--- src/rtl/smtp_pkg.sv ---
// Shared types, codes and helpers for the SMTP reply parser.
package smtp_pkg;

  localparam int unsigned LineLenBitsDef = 10;
  localparam int unsigned CfgLenBits     = 10;
  localparam logic [CfgLenBits-1:0] MaxLineLenRst = 10'd512;

  localparam logic [7:0] ChCr    = 8'h0d;
  localparam logic [7:0] ChLf    = 8'h0a;
  localparam logic [7:0] ChDash  = 8'h2d;
  localparam logic [7:0] ChSpace = 8'h20;
  localparam logic [7:0] ChZero  = 8'h30;
  localparam logic [7:0] ChNine  = 8'h39;

  // reply status
  localparam logic [2:0] StDone      = 3'd0;
  localparam logic [2:0] StTooLong   = 3'd1;
  localparam logic [2:0] StShort     = 3'd2;
  localparam logic [2:0] StBadDigit  = 3'd3;
  localparam logic [2:0] StBadSep    = 3'd4;
  localparam logic [2:0] StCodeChg   = 3'd5;
  localparam logic [2:0] StStreamEnd = 3'd6;

  // reply class
  localparam logic [1:0] ClsOk    = 2'd0;
  localparam logic [1:0] ClsTemp  = 2'd1;
  localparam logic [1:0] ClsPerm  = 2'd2;
  localparam logic [1:0] ClsOther = 2'd3;

  // separator seen at position 3
  localparam logic [1:0] SepNone  = 2'd0;
  localparam logic [1:0] SepSpace = 2'd1;
  localparam logic [1:0] SepDash  = 2'd2;
  localparam logic [1:0] SepOther = 2'd3;

  typedef struct packed {
    logic       emit;
    logic [9:0] code;
    logic [1:0] cls;
    logic [2:0] status;
  } result_t;

  function automatic logic [1:0] class_of(input logic [9:0] code);
    logic [1:0] c;
    if (code >= 10'd200 && code < 10'd400) c = ClsOk;
    else if (code >= 10'd400 && code < 10'd500) c = ClsTemp;
    else if (code >= 10'd500 && code < 10'd600) c = ClsPerm;
    else c = ClsOther;
    return c;
  endfunction

endpackage

--- src/rtl/smtp_reply_parser_core.sv ---
// Top level of the SMTP reply parser: stream ports, input/result registers.
// A byte is taken into the input register and checked from there; if it ends
// a reply, its result is loaded into the result register for the master side.
// Throughput: one byte per cycle unless a byte that ends a reply meets a held
// result; the input register refills and no-result bytes pass while one waits.
// Reset (rst_ni low, async): both stages empty, line/reply state cleared,
// max_line_len back to 512.
module smtp_reply_parser_core #(
  parameter int unsigned LineLenBits = smtp_pkg::LineLenBitsDef
) (
  input  logic                            clk_i,
  input  logic                            rst_ni,
  // config: max_line_len
  input  logic                            cfg_we_i,
  input  logic [smtp_pkg::CfgLenBits-1:0] cfg_wdata_i,
  // slave side
  input  logic                            s_axis_tvalid,
  output logic                            s_axis_tready,
  input  logic [7:0]                      s_axis_tdata,  // [7:0] data_byte
  input  logic                            s_axis_tuser,  // [0] action
  // master side
  output logic                            m_axis_tvalid,
  input  logic                            m_axis_tready,
  output logic [15:0]                     m_axis_tdata,  // [9:0] reply_code, [11:10] reply_class
  output logic [2:0]                      m_axis_tuser   // [2:0] status
);
  import smtp_pkg::*;

  logic [CfgLenBits-1:0] max_len_q;

  logic       in_valid_q;
  logic       in_action_q;
  logic [7:0] in_byte_q;

  logic       out_valid_q;
  logic [9:0] out_code_q;
  logic [1:0] out_cls_q;
  logic [2:0] out_status_q;

  result_t res;
  logic    fire;

  // The checked beat leaves the input register unless it makes a result
  // and the result register is still held by the sink.
  assign fire = in_valid_q && (!out_valid_q || m_axis_tready || !res.emit);
  assign s_axis_tready = !in_valid_q || fire;

  smtp_line_unit #(.LineLenBits(LineLenBits)) u_line (
    .clk_i     (clk_i),
    .rst_ni    (rst_ni),
    .step_i    (fire),
    .action_i  (in_action_q),
    .byte_i    (in_byte_q),
    .max_len_i (max_len_q),
    .res_o     (res)
  );

  always_ff @(posedge clk_i or negedge rst_ni) begin
    if (!rst_ni) begin
      max_len_q <= MaxLineLenRst;
    end else if (cfg_we_i) begin
      max_len_q <= cfg_wdata_i;
    end
  end

  // input register
  always_ff @(posedge clk_i or negedge rst_ni) begin
    if (!rst_ni) begin
      in_valid_q <= 1'b0;
    end else if (s_axis_tready) begin
      in_valid_q <= s_axis_tvalid;
    end
  end

  always_ff @(posedge clk_i) begin
    if (s_axis_tready && s_axis_tvalid) begin
      in_action_q <= s_axis_tuser;
      in_byte_q   <= s_axis_tdata;
    end
  end

  // result register
  always_ff @(posedge clk_i or negedge rst_ni) begin
    if (!rst_ni) begin
      out_valid_q <= 1'b0;
    end else if (fire && res.emit) begin
      out_valid_q <= 1'b1;
    end else if (m_axis_tready) begin
      out_valid_q <= 1'b0;
    end
  end

  always_ff @(posedge clk_i) begin
    if (fire && res.emit) begin
      out_code_q   <= res.code;
      out_cls_q    <= res.cls;
      out_status_q <= res.status;
    end
  end

  assign m_axis_tvalid = out_valid_q;
  assign m_axis_tdata  = {4'd0, out_cls_q, out_code_q};
  assign m_axis_tuser  = out_status_q;

  a_no_overwrite: assert property (@(posedge clk_i) disable iff (!rst_ni)
    !(fire && res.emit && out_valid_q && !m_axis_tready))
    else $error("result register overwritten while stalled");
  a_err_fields: assert property (@(posedge clk_i) disable iff (!rst_ni)
    out_valid_q && out_status_q != StDone |-> out_code_q == 10'd0 && out_cls_q == ClsOther)
    else $error("error result with nonzero code or wrong class");
  a_done_class: assert property (@(posedge clk_i) disable iff (!rst_ni)
    out_valid_q && out_status_q == StDone |-> out_cls_q == class_of(out_code_q))
    else $error("reply class does not match code");
  a_stall_holds_input: assert property (@(posedge clk_i) disable iff (!rst_ni)
    in_valid_q && !fire |=> in_valid_q && $stable(in_byte_q) && $stable(in_action_q))
    else $error("pending input beat lost");

endmodule

--- src/rtl/smtp_line_unit.sv ---
// Per-byte line/reply state and checks of the SMTP reply parser.
module smtp_line_unit #(
  parameter int unsigned LineLenBits = smtp_pkg::LineLenBitsDef
) (
  input  logic                                clk_i,
  input  logic                                rst_ni,
  input  logic                                step_i,
  input  logic                                action_i,
  input  logic [7:0]                          byte_i,
  input  logic [smtp_pkg::CfgLenBits-1:0]     max_len_i,
  output smtp_pkg::result_t                   res_o
);
  import smtp_pkg::*;

  localparam int unsigned CmpW = (LineLenBits > CfgLenBits) ? LineLenBits : CfgLenBits;
  localparam logic [CmpW-1:0] Cap = CmpW'((64'd1 << LineLenBits) - 64'd1);

  logic [LineLenBits-1:0] len_q, len_d;
  logic [9:0]             code_q, code_d;
  logic                   dig_q, dig_d;
  logic [1:0]             sep_q, sep_d;
  logic [9:0]             first_q, first_d;
  logic                   have_q, have_d;

  logic [CmpW-1:0] limit, len_ext, max_ext;
  logic [9:0]      code_n;
  logic            dig_n;
  logic [1:0]      sep_n;
  logic            is_digit;

  // CR is not treated specially: it counts as a line byte, and a bare LF and CR LF both end the line.
  always_comb begin
    max_ext  = CmpW'(max_len_i);
    limit    = (max_ext < Cap) ? max_ext : Cap;
    len_ext  = CmpW'(len_q) + CmpW'(1);
    is_digit = byte_i inside {[ChZero:ChNine]};

    code_n = code_q;
    dig_n  = dig_q;
    sep_n  = sep_q;
    if (len_q < LineLenBits'(3)) begin
      if (is_digit) begin
        code_n = (code_q << 3) + (code_q << 1) + {6'd0, byte_i[3:0]};
      end else begin
        dig_n = 1'b0;
      end
    end else if (len_q == LineLenBits'(3)) begin
      if (byte_i == ChSpace)     sep_n = SepSpace;
      else if (byte_i == ChDash) sep_n = SepDash;
      else                       sep_n = SepOther;
    end

    res_o = '{emit: 1'b0, code: 10'd0, cls: ClsOther, status: StDone};
    len_d   = len_q;
    code_d  = code_q;
    dig_d   = dig_q;
    sep_d   = sep_q;
    first_d = first_q;
    have_d  = have_q;

    if (action_i) begin
      res_o.emit   = 1'b1;
      res_o.status = StStreamEnd;
    end else if (byte_i == ChLf && len_ext <= limit) begin
      if (len_ext < CmpW'(4)) begin
        res_o.emit = 1'b1; res_o.status = StShort;
      end else if (!dig_n) begin
        res_o.emit = 1'b1; res_o.status = StBadDigit;
      end else if (sep_n != SepSpace && sep_n != SepDash) begin
        res_o.emit = 1'b1; res_o.status = StBadSep;
      end else if (have_q && code_n != first_q) begin
        res_o.emit = 1'b1; res_o.status = StCodeChg;
      end else if (sep_n == SepSpace) begin
        res_o.emit   = 1'b1;
        res_o.code   = have_q ? first_q : code_n;
        res_o.cls    = class_of(res_o.code);
        res_o.status = StDone;
      end else begin
        // continuation line accepted: start next line, keep first code
        len_d  = '0;
        code_d = 10'd0;
        dig_d  = 1'b1;
        sep_d  = SepNone;
        if (!have_q) begin
          first_d = code_n;
          have_d  = 1'b1;
        end
      end
    end else if (len_ext >= limit) begin
      res_o.emit   = 1'b1;
      res_o.status = StTooLong;
    end else begin
      len_d  = len_ext[LineLenBits-1:0];
      code_d = code_n;
      dig_d  = dig_n;
      sep_d  = sep_n;
    end

    // any result restarts the reply
    if (res_o.emit) begin
      len_d   = '0;
      code_d  = 10'd0;
      dig_d   = 1'b1;
      sep_d   = SepNone;
      first_d = 10'd0;
      have_d  = 1'b0;
    end
  end

  always_ff @(posedge clk_i or negedge rst_ni) begin
    if (!rst_ni) begin
      len_q   <= '0;
      code_q  <= 10'd0;
      dig_q   <= 1'b1;
      sep_q   <= SepNone;
      first_q <= 10'd0;
      have_q  <= 1'b0;
    end else if (step_i) begin
      len_q   <= len_d;
      code_q  <= code_d;
      dig_q   <= dig_d;
      sep_q   <= sep_d;
      first_q <= first_d;
      have_q  <= have_d;
    end
  end

  a_len_below_cap: assert property (@(posedge clk_i) disable iff (!rst_ni)
    CmpW'(len_q) < Cap) else $error("line length reached counter cap");
  a_first_range: assert property (@(posedge clk_i) disable iff (!rst_ni)
    have_q |-> first_q <= 10'd999) else $error("first code out of range");
  a_clear_after_emit: assert property (@(posedge clk_i) disable iff (!rst_ni)
    step_i && res_o.emit |=> len_q == '0 && !have_q)
    else $error("reply state not cleared after result");

endmodule
--- config.mk ---
export PLATFORM = sky130hd
export DESIGN_NAME = smtp_reply_parser_core
export DESIGN_NICKNAME = d
export VERILOG_FILES = /design/src/rtl/smtp_pkg.sv /design/src/rtl/smtp_reply_parser_core.sv /design/src/rtl/smtp_line_unit.sv
export SDC_FILE = /design/constraint.sdc
export NUM_CORES = 1
export LEC_CHECK = 0
export BUFFER_PORTS_ARGS = -buffer_cell sky130_fd_sc_hd__buf_2
export CAP_MARGIN = 0
export CORE_ASPECT_RATIO = 0.7
export CORE_UTILIZATION = 52
export CTS_BUF_LIST = sky130_fd_sc_hd__clkbuf_4
export DETAILED_ROUTE_END_ITERATION = 8
export PLACE_DENSITY = 0.72
export SYNTH_ARGS = -nofsm -noshare
export SYNTH_HDL_FRONTEND = slang
export SYNTH_SLANG_ARGS = --single-unit
--- constraint.sdc ---
create_clock -name clk_i -period 6.3 [get_ports clk_i]
set_input_delay 0 -clock clk_i [delete_from_list [all_inputs] [get_ports clk_i]]
set_output_delay 0 -clock clk_i [all_outputs]
set_load 0.01 [all_outputs]
==> impl_results.rst <==
.. list-table::
   :header-rows: 1

   * - Metric
     - Value
   * - Level count of the clock H-tree
     - 3
   * - Sequential cell area
     - 1870 um2
   * - Routed via count
     - 3717
   * - Maximum clock frequency
     - 212 MHz
   * - Period utilization
     - 74.8%
   * - Distinct cell type count after synthesis
     - 74
   * - Count of buffers added by post-CTS timing repair for setup
     - 0
   * - Result of the run
     - finished, final reports clean
   * - Post-place instance area
     - 4780 um2
   * - Final period demand of the worst path
     - 4.71 ns
   * - Clock network latency to the later pin of the worst-skew pair
     - 0.44 ns
   * - Pins Over Slew Limit
     - 0
   * - Die ar.
     - 9080 um2
   * - Global-route wire length before repair
     - 17600 um
   * - Number of buffers on the longest clock path
     - 2
   * - DRT Pass-1 Iters
     - 4
   * - CTS tree
     - built
   * - Register area share after synthesis
     - 41.4%
   * - Site Rows
     - 28
   * - Routed wire length per instance
     - 16.8 um
   * - Most repeated cell in the gate-level netlist after synthesis
     - sky130_fd_sc_hd__dfrtp_1
   * - Synthesized area divided by synthesized cell count
     - 10.1 um2
   * - Die X-Extent
     - 113 um
   * - Remaining Overflow, GRT
     - 0
   * - Number of vias per cell
     - 5.74
   * - Synthesized instance count
     - 450
   * - Share of total power consumed by net switching
     - 35.7%
   * - Synth top cells by count
     - sky130_fd_sc_hd__dfrtp_1 (44), sky130_fd_sc_hd__nor2_1 (38), sky130_fd_sc_hd__ha_1 (26), sky130_fd_sc_hd__nand2_1 (26), sky130_fd_sc_hd__edfxtp_1 (24)
   * - Measured slew at the worst slew-check pin
     - 1.15 ns
   * - Cells taking the most area after synthesis
     - sky130_fd_sc_hd__dfrtp_1 (24%), sky130_fd_sc_hd__edfxtp_1 (16%), sky130_fd_sc_hd__ha_1 (7.2%)
   * - Effective utilization at floorplan
     - 53.6%
   * - Final wirelength
     - 10900 um
   * - Nets
     - 575
   * - Antenna viol nets, final
     - 0
   * - Combinational share of power
     - 31.5%
   * - Max_cap viols
     - 0
   * - Clock sink total
     - 70
   * - Area fraction of the dominant cell type after synthesis
     - 24.3%
   * - Critical path startpoint category
     - flop
   * - PwrDens
     - 233 nW/um2
   * - Post-route standard cell area excluding fillers
     - 5320 um2
   * - Maximum number of pins on one net before global-route repair
     - 47
   * - Global-route total usage across every layer
     - 26.1%
   * - Number of violations reported at the end of detailed-routing iteration 0
     - 329
   * - Chip Height
     - 80.0 um
   * - Area of the multi-input gates
     - 2470 um2
   * - Endpoint arrival time on the critical path
     - 4.77 ns
   * - Number of antenna violations at the first check in global routing
     - 0
   * - Predominant post-synthesis flop cell
     - sky130_fd_sc_hd__dfrtp_1
   * - Standard cell core area
     - 8440 um2
   * - Design Power
     - 1.24 mW
   * - Ys Warns
     - 0
   * - Critical setup path kind
     - flop to flop
   * - Diode count
     - 0
   * - Count of unresolved DRC violations after routing
     - 0
   * - Maximum ir drop on the vdd rail
     - 0.132 mV
   * - Post-synthesis instance area
     - 4520 um2
   * - Largest fanout on the critical path
     - 16
   * - Clock slew at the register clock pins of the worst setup and hold paths
     - 0.11 ns
   * - Element type at the critical path end
     - flop
   * - Boundary pin count
     - 45
   * - Setup-violating endpoint count in the final report
     - 0
   * - Number of inserted filler cells in the final layout
     - 691
   * - Number of synthesized flops with an enable pin
     - 24
   * - Class of the worst hold path
     - primary input to flop
   * - Gp weighted congestion
     - 0.909
   * - Leak
     - 2.30 nW
   * - Number of buffers created by CTS
     - 9
   * - Post-synth ARST share
     - 65.7%
   * - Worst clock skew
     - 0.0235 ns
   * - IO buf count
     - 40
   * - Proportion of layout cells with a drive suffix above 1
     - 15.3%
   * - Internal power
     - 0.799 mW
   * - Sequential group share of total power
     - 45.3%
   * - Estimated wirelength of the detail-placed design
     - 7830 um
   * - #FFs+latches synth
     - 70
   * - Signed area change from the synthesized netlist to the final layout
     - 17.7%
   * - Clock network power share
     - 23.3%
   * - Number of hold violations in the final report
     - 0
   * - Switching power
     - 0.443 mW
   * - Rel. slew slack
     - 22.6%
   * - Vias in the first global route
     - 3474
   * - Total Neg Setup Slack
     - 0 ns
   * - Root Buffer Master
     - sky130_fd_sc_hd__clkbuf_4
   * - Leading area contributor after synthesis
     - sky130_fd_sc_hd__dfrtp_1
   * - RSZ-0062 raised after global routing
     - false
   * - Required arrival time at the worst endpoint
     - 6.35 ns
-- worst paths after layout --
kind | startpoint | end | slack (ns) | cells past startpoint
max in group asynchronous | rst_ni | u_line.code_q[2] | 5.36 | 2
min in group asynchronous | rst_ni | u_line.first_q[7] | 0.28 | 2
min | cfg_we_i | max_len_q[0] | 0.07 | 2
max | u_line.len_q[0] | m_axis_tuser[1] | 1.59 | 13
min reg2reg | u_line.dig_q | u_line.dig_q | 0.50 | 2
max reg2reg | u_line.len_q[0] | m_axis_tuser[1] | 1.59 | 13
-- logic make-up (layout without fill, tap and decap cells) --
group                      count (synthesis)  after routing  synth area share (%)
and+or+nand+nor                          152            152                  17.9
other                                      1              4                0.0829
buffers and inverters                     45            120                  4.34
AOI/OAI and AO/OA                        107            107                  17.8
muxes                                     18             18                  4.15
adders and majority gates                 28             28                  8.08
xor gates and xnor gates                  29             29                  6.25
DFF                                       70             70                  41.4
-- routing by layer --
metal,global-route usage (%),wire [um],up-vias
met1,38.1,5320,1766
met5,0,0,-
met2,37.6,4660,137
li1,-,-,1801
met4,8.29,138,0
met3,6.45,744,13
-- cell type report --
class,count,area share [%]
Multi-Input combinational cell,338,46.4
Sequential cell,70,35.2
Timing Repair Buffer,80,11.3
Tap cell,120,2.82
Inverter,24,1.69
Clock buffer,10,1.41
Clock inverter,6,1.20
-- state kept, by name, indices dropped and copies added, names as in the netlist --
register,cells
max_len_q,10
out_code_q,10
u_line.code_q,10
u_line.first_q,10
u_line.len_q,10
in_byte_q,8
m_axis_tuser,3
out_cls_q,2
u_line.sep_q,2
in_action_q,1
in_valid_q,1
m_axis_tvalid,1
u_line.dig_q,1
u_line.have_q,1
-- power by group through the flow --
| stage | clock network [mW] | registers (mW) | logic (mW) |
|---|---|---|---|
| 4_1_cts | 0.298 | 0.560 | 0.381 |
| 3_5_place_dp | 0 | 0.570 | 0.356 |
| 2_1_floorplan | 0 | 0.551 | 0.277 |
| 3_3_place_gp | 0 | 0.567 | 0.348 |
| 5_1_grt | 0.312 | 0.567 | 0.432 |
| 6_report | 0.289 | 0.562 | 0.391 |
-- timing repair --
action | in CTS | in global routing
hold endpoints to repair | 65 | 0
gates resized for setup | 0 | 0
hold buffers | 40 | 0
-- placed cells by master (no fill, tap or decap), types with 8 or more instances in the layout --
| cell type | instances |
|---|---|
| sky130_fd_sc_hd__dfrtp_1 | 44 |
| sky130_fd_sc_hd__xnor2_1 | 17 |
| sky130_fd_sc_hd__nand2_1 | 26 |
| sky130_fd_sc_hd__mux2i_1 | 12 |
| sky130_fd_sc_hd__xor2_1 | 10 |
| sky130_fd_sc_hd__a21oi_1 | 12 |
| sky130_fd_sc_hd__clkbuf_4 | 10 |
| sky130_fd_sc_hd__inv_1 | 23 |
| sky130_fd_sc_hd__edfxtp_1 | 24 |
| sky130_fd_sc_hd__nand3_1 | 8 |
| sky130_fd_sc_hd__nor2_1 | 38 |
| sky130_fd_sc_hd__and3_1 | 8 |
| sky130_fd_sc_hd__buf_2 | 40 |
| sky130_fd_sc_hd__o2bb2ai_1 | 15 |
| sky130_fd_sc_hd__dlygate4sd3_1 | 40 |
| sky130_fd_sc_hd__ha_1 | 26 |
| sky130_fd_sc_hd__o21ai_0 | 22 |
| sky130_fd_sc_hd__nor3_1 | 15 |
| sky130_fd_sc_hd__a22o_1 | 13 |
-- worst max-delay path: stages, from the launching register on --
cell	delay, ns
sky130_fd_sc_hd__dfrtp_1	0.47
sky130_fd_sc_hd__ha_1	0.45
sky130_fd_sc_hd__nand3_1	0.25
sky130_fd_sc_hd__nor2_1	0.32
sky130_fd_sc_hd__and3_1	0.22
sky130_fd_sc_hd__xor2_1	0.20
sky130_fd_sc_hd__ha_1	0.28
sky130_fd_sc_hd__nand4_1	0.12
sky130_fd_sc_hd__a211oi_1	0.06
sky130_fd_sc_hd__a211oi_1	0.44
sky130_fd_sc_hd__o21ai_0	0.29
sky130_fd_sc_hd__nor2_1	0.23
sky130_fd_sc_hd__a21oi_2	0.12
sky130_fd_sc_hd__nor3_2	0.88
-- through the flow --
step,instances,utilization (%),hold slack [ns],setup slack [ns]
3_3_place_gp,592,56.7,0.176,1.93
2_1_floorplan,453,-,-0.296,1.85
5_1_grt,648,63.1,0.0512,1.27
3_5_place_dp,592,56.7,0.178,1.64
4_1_cts,648,63.1,0.0223,1.61
6_report,648,63.1,0.0715,1.59
Power figures use the tool's default switching activity.
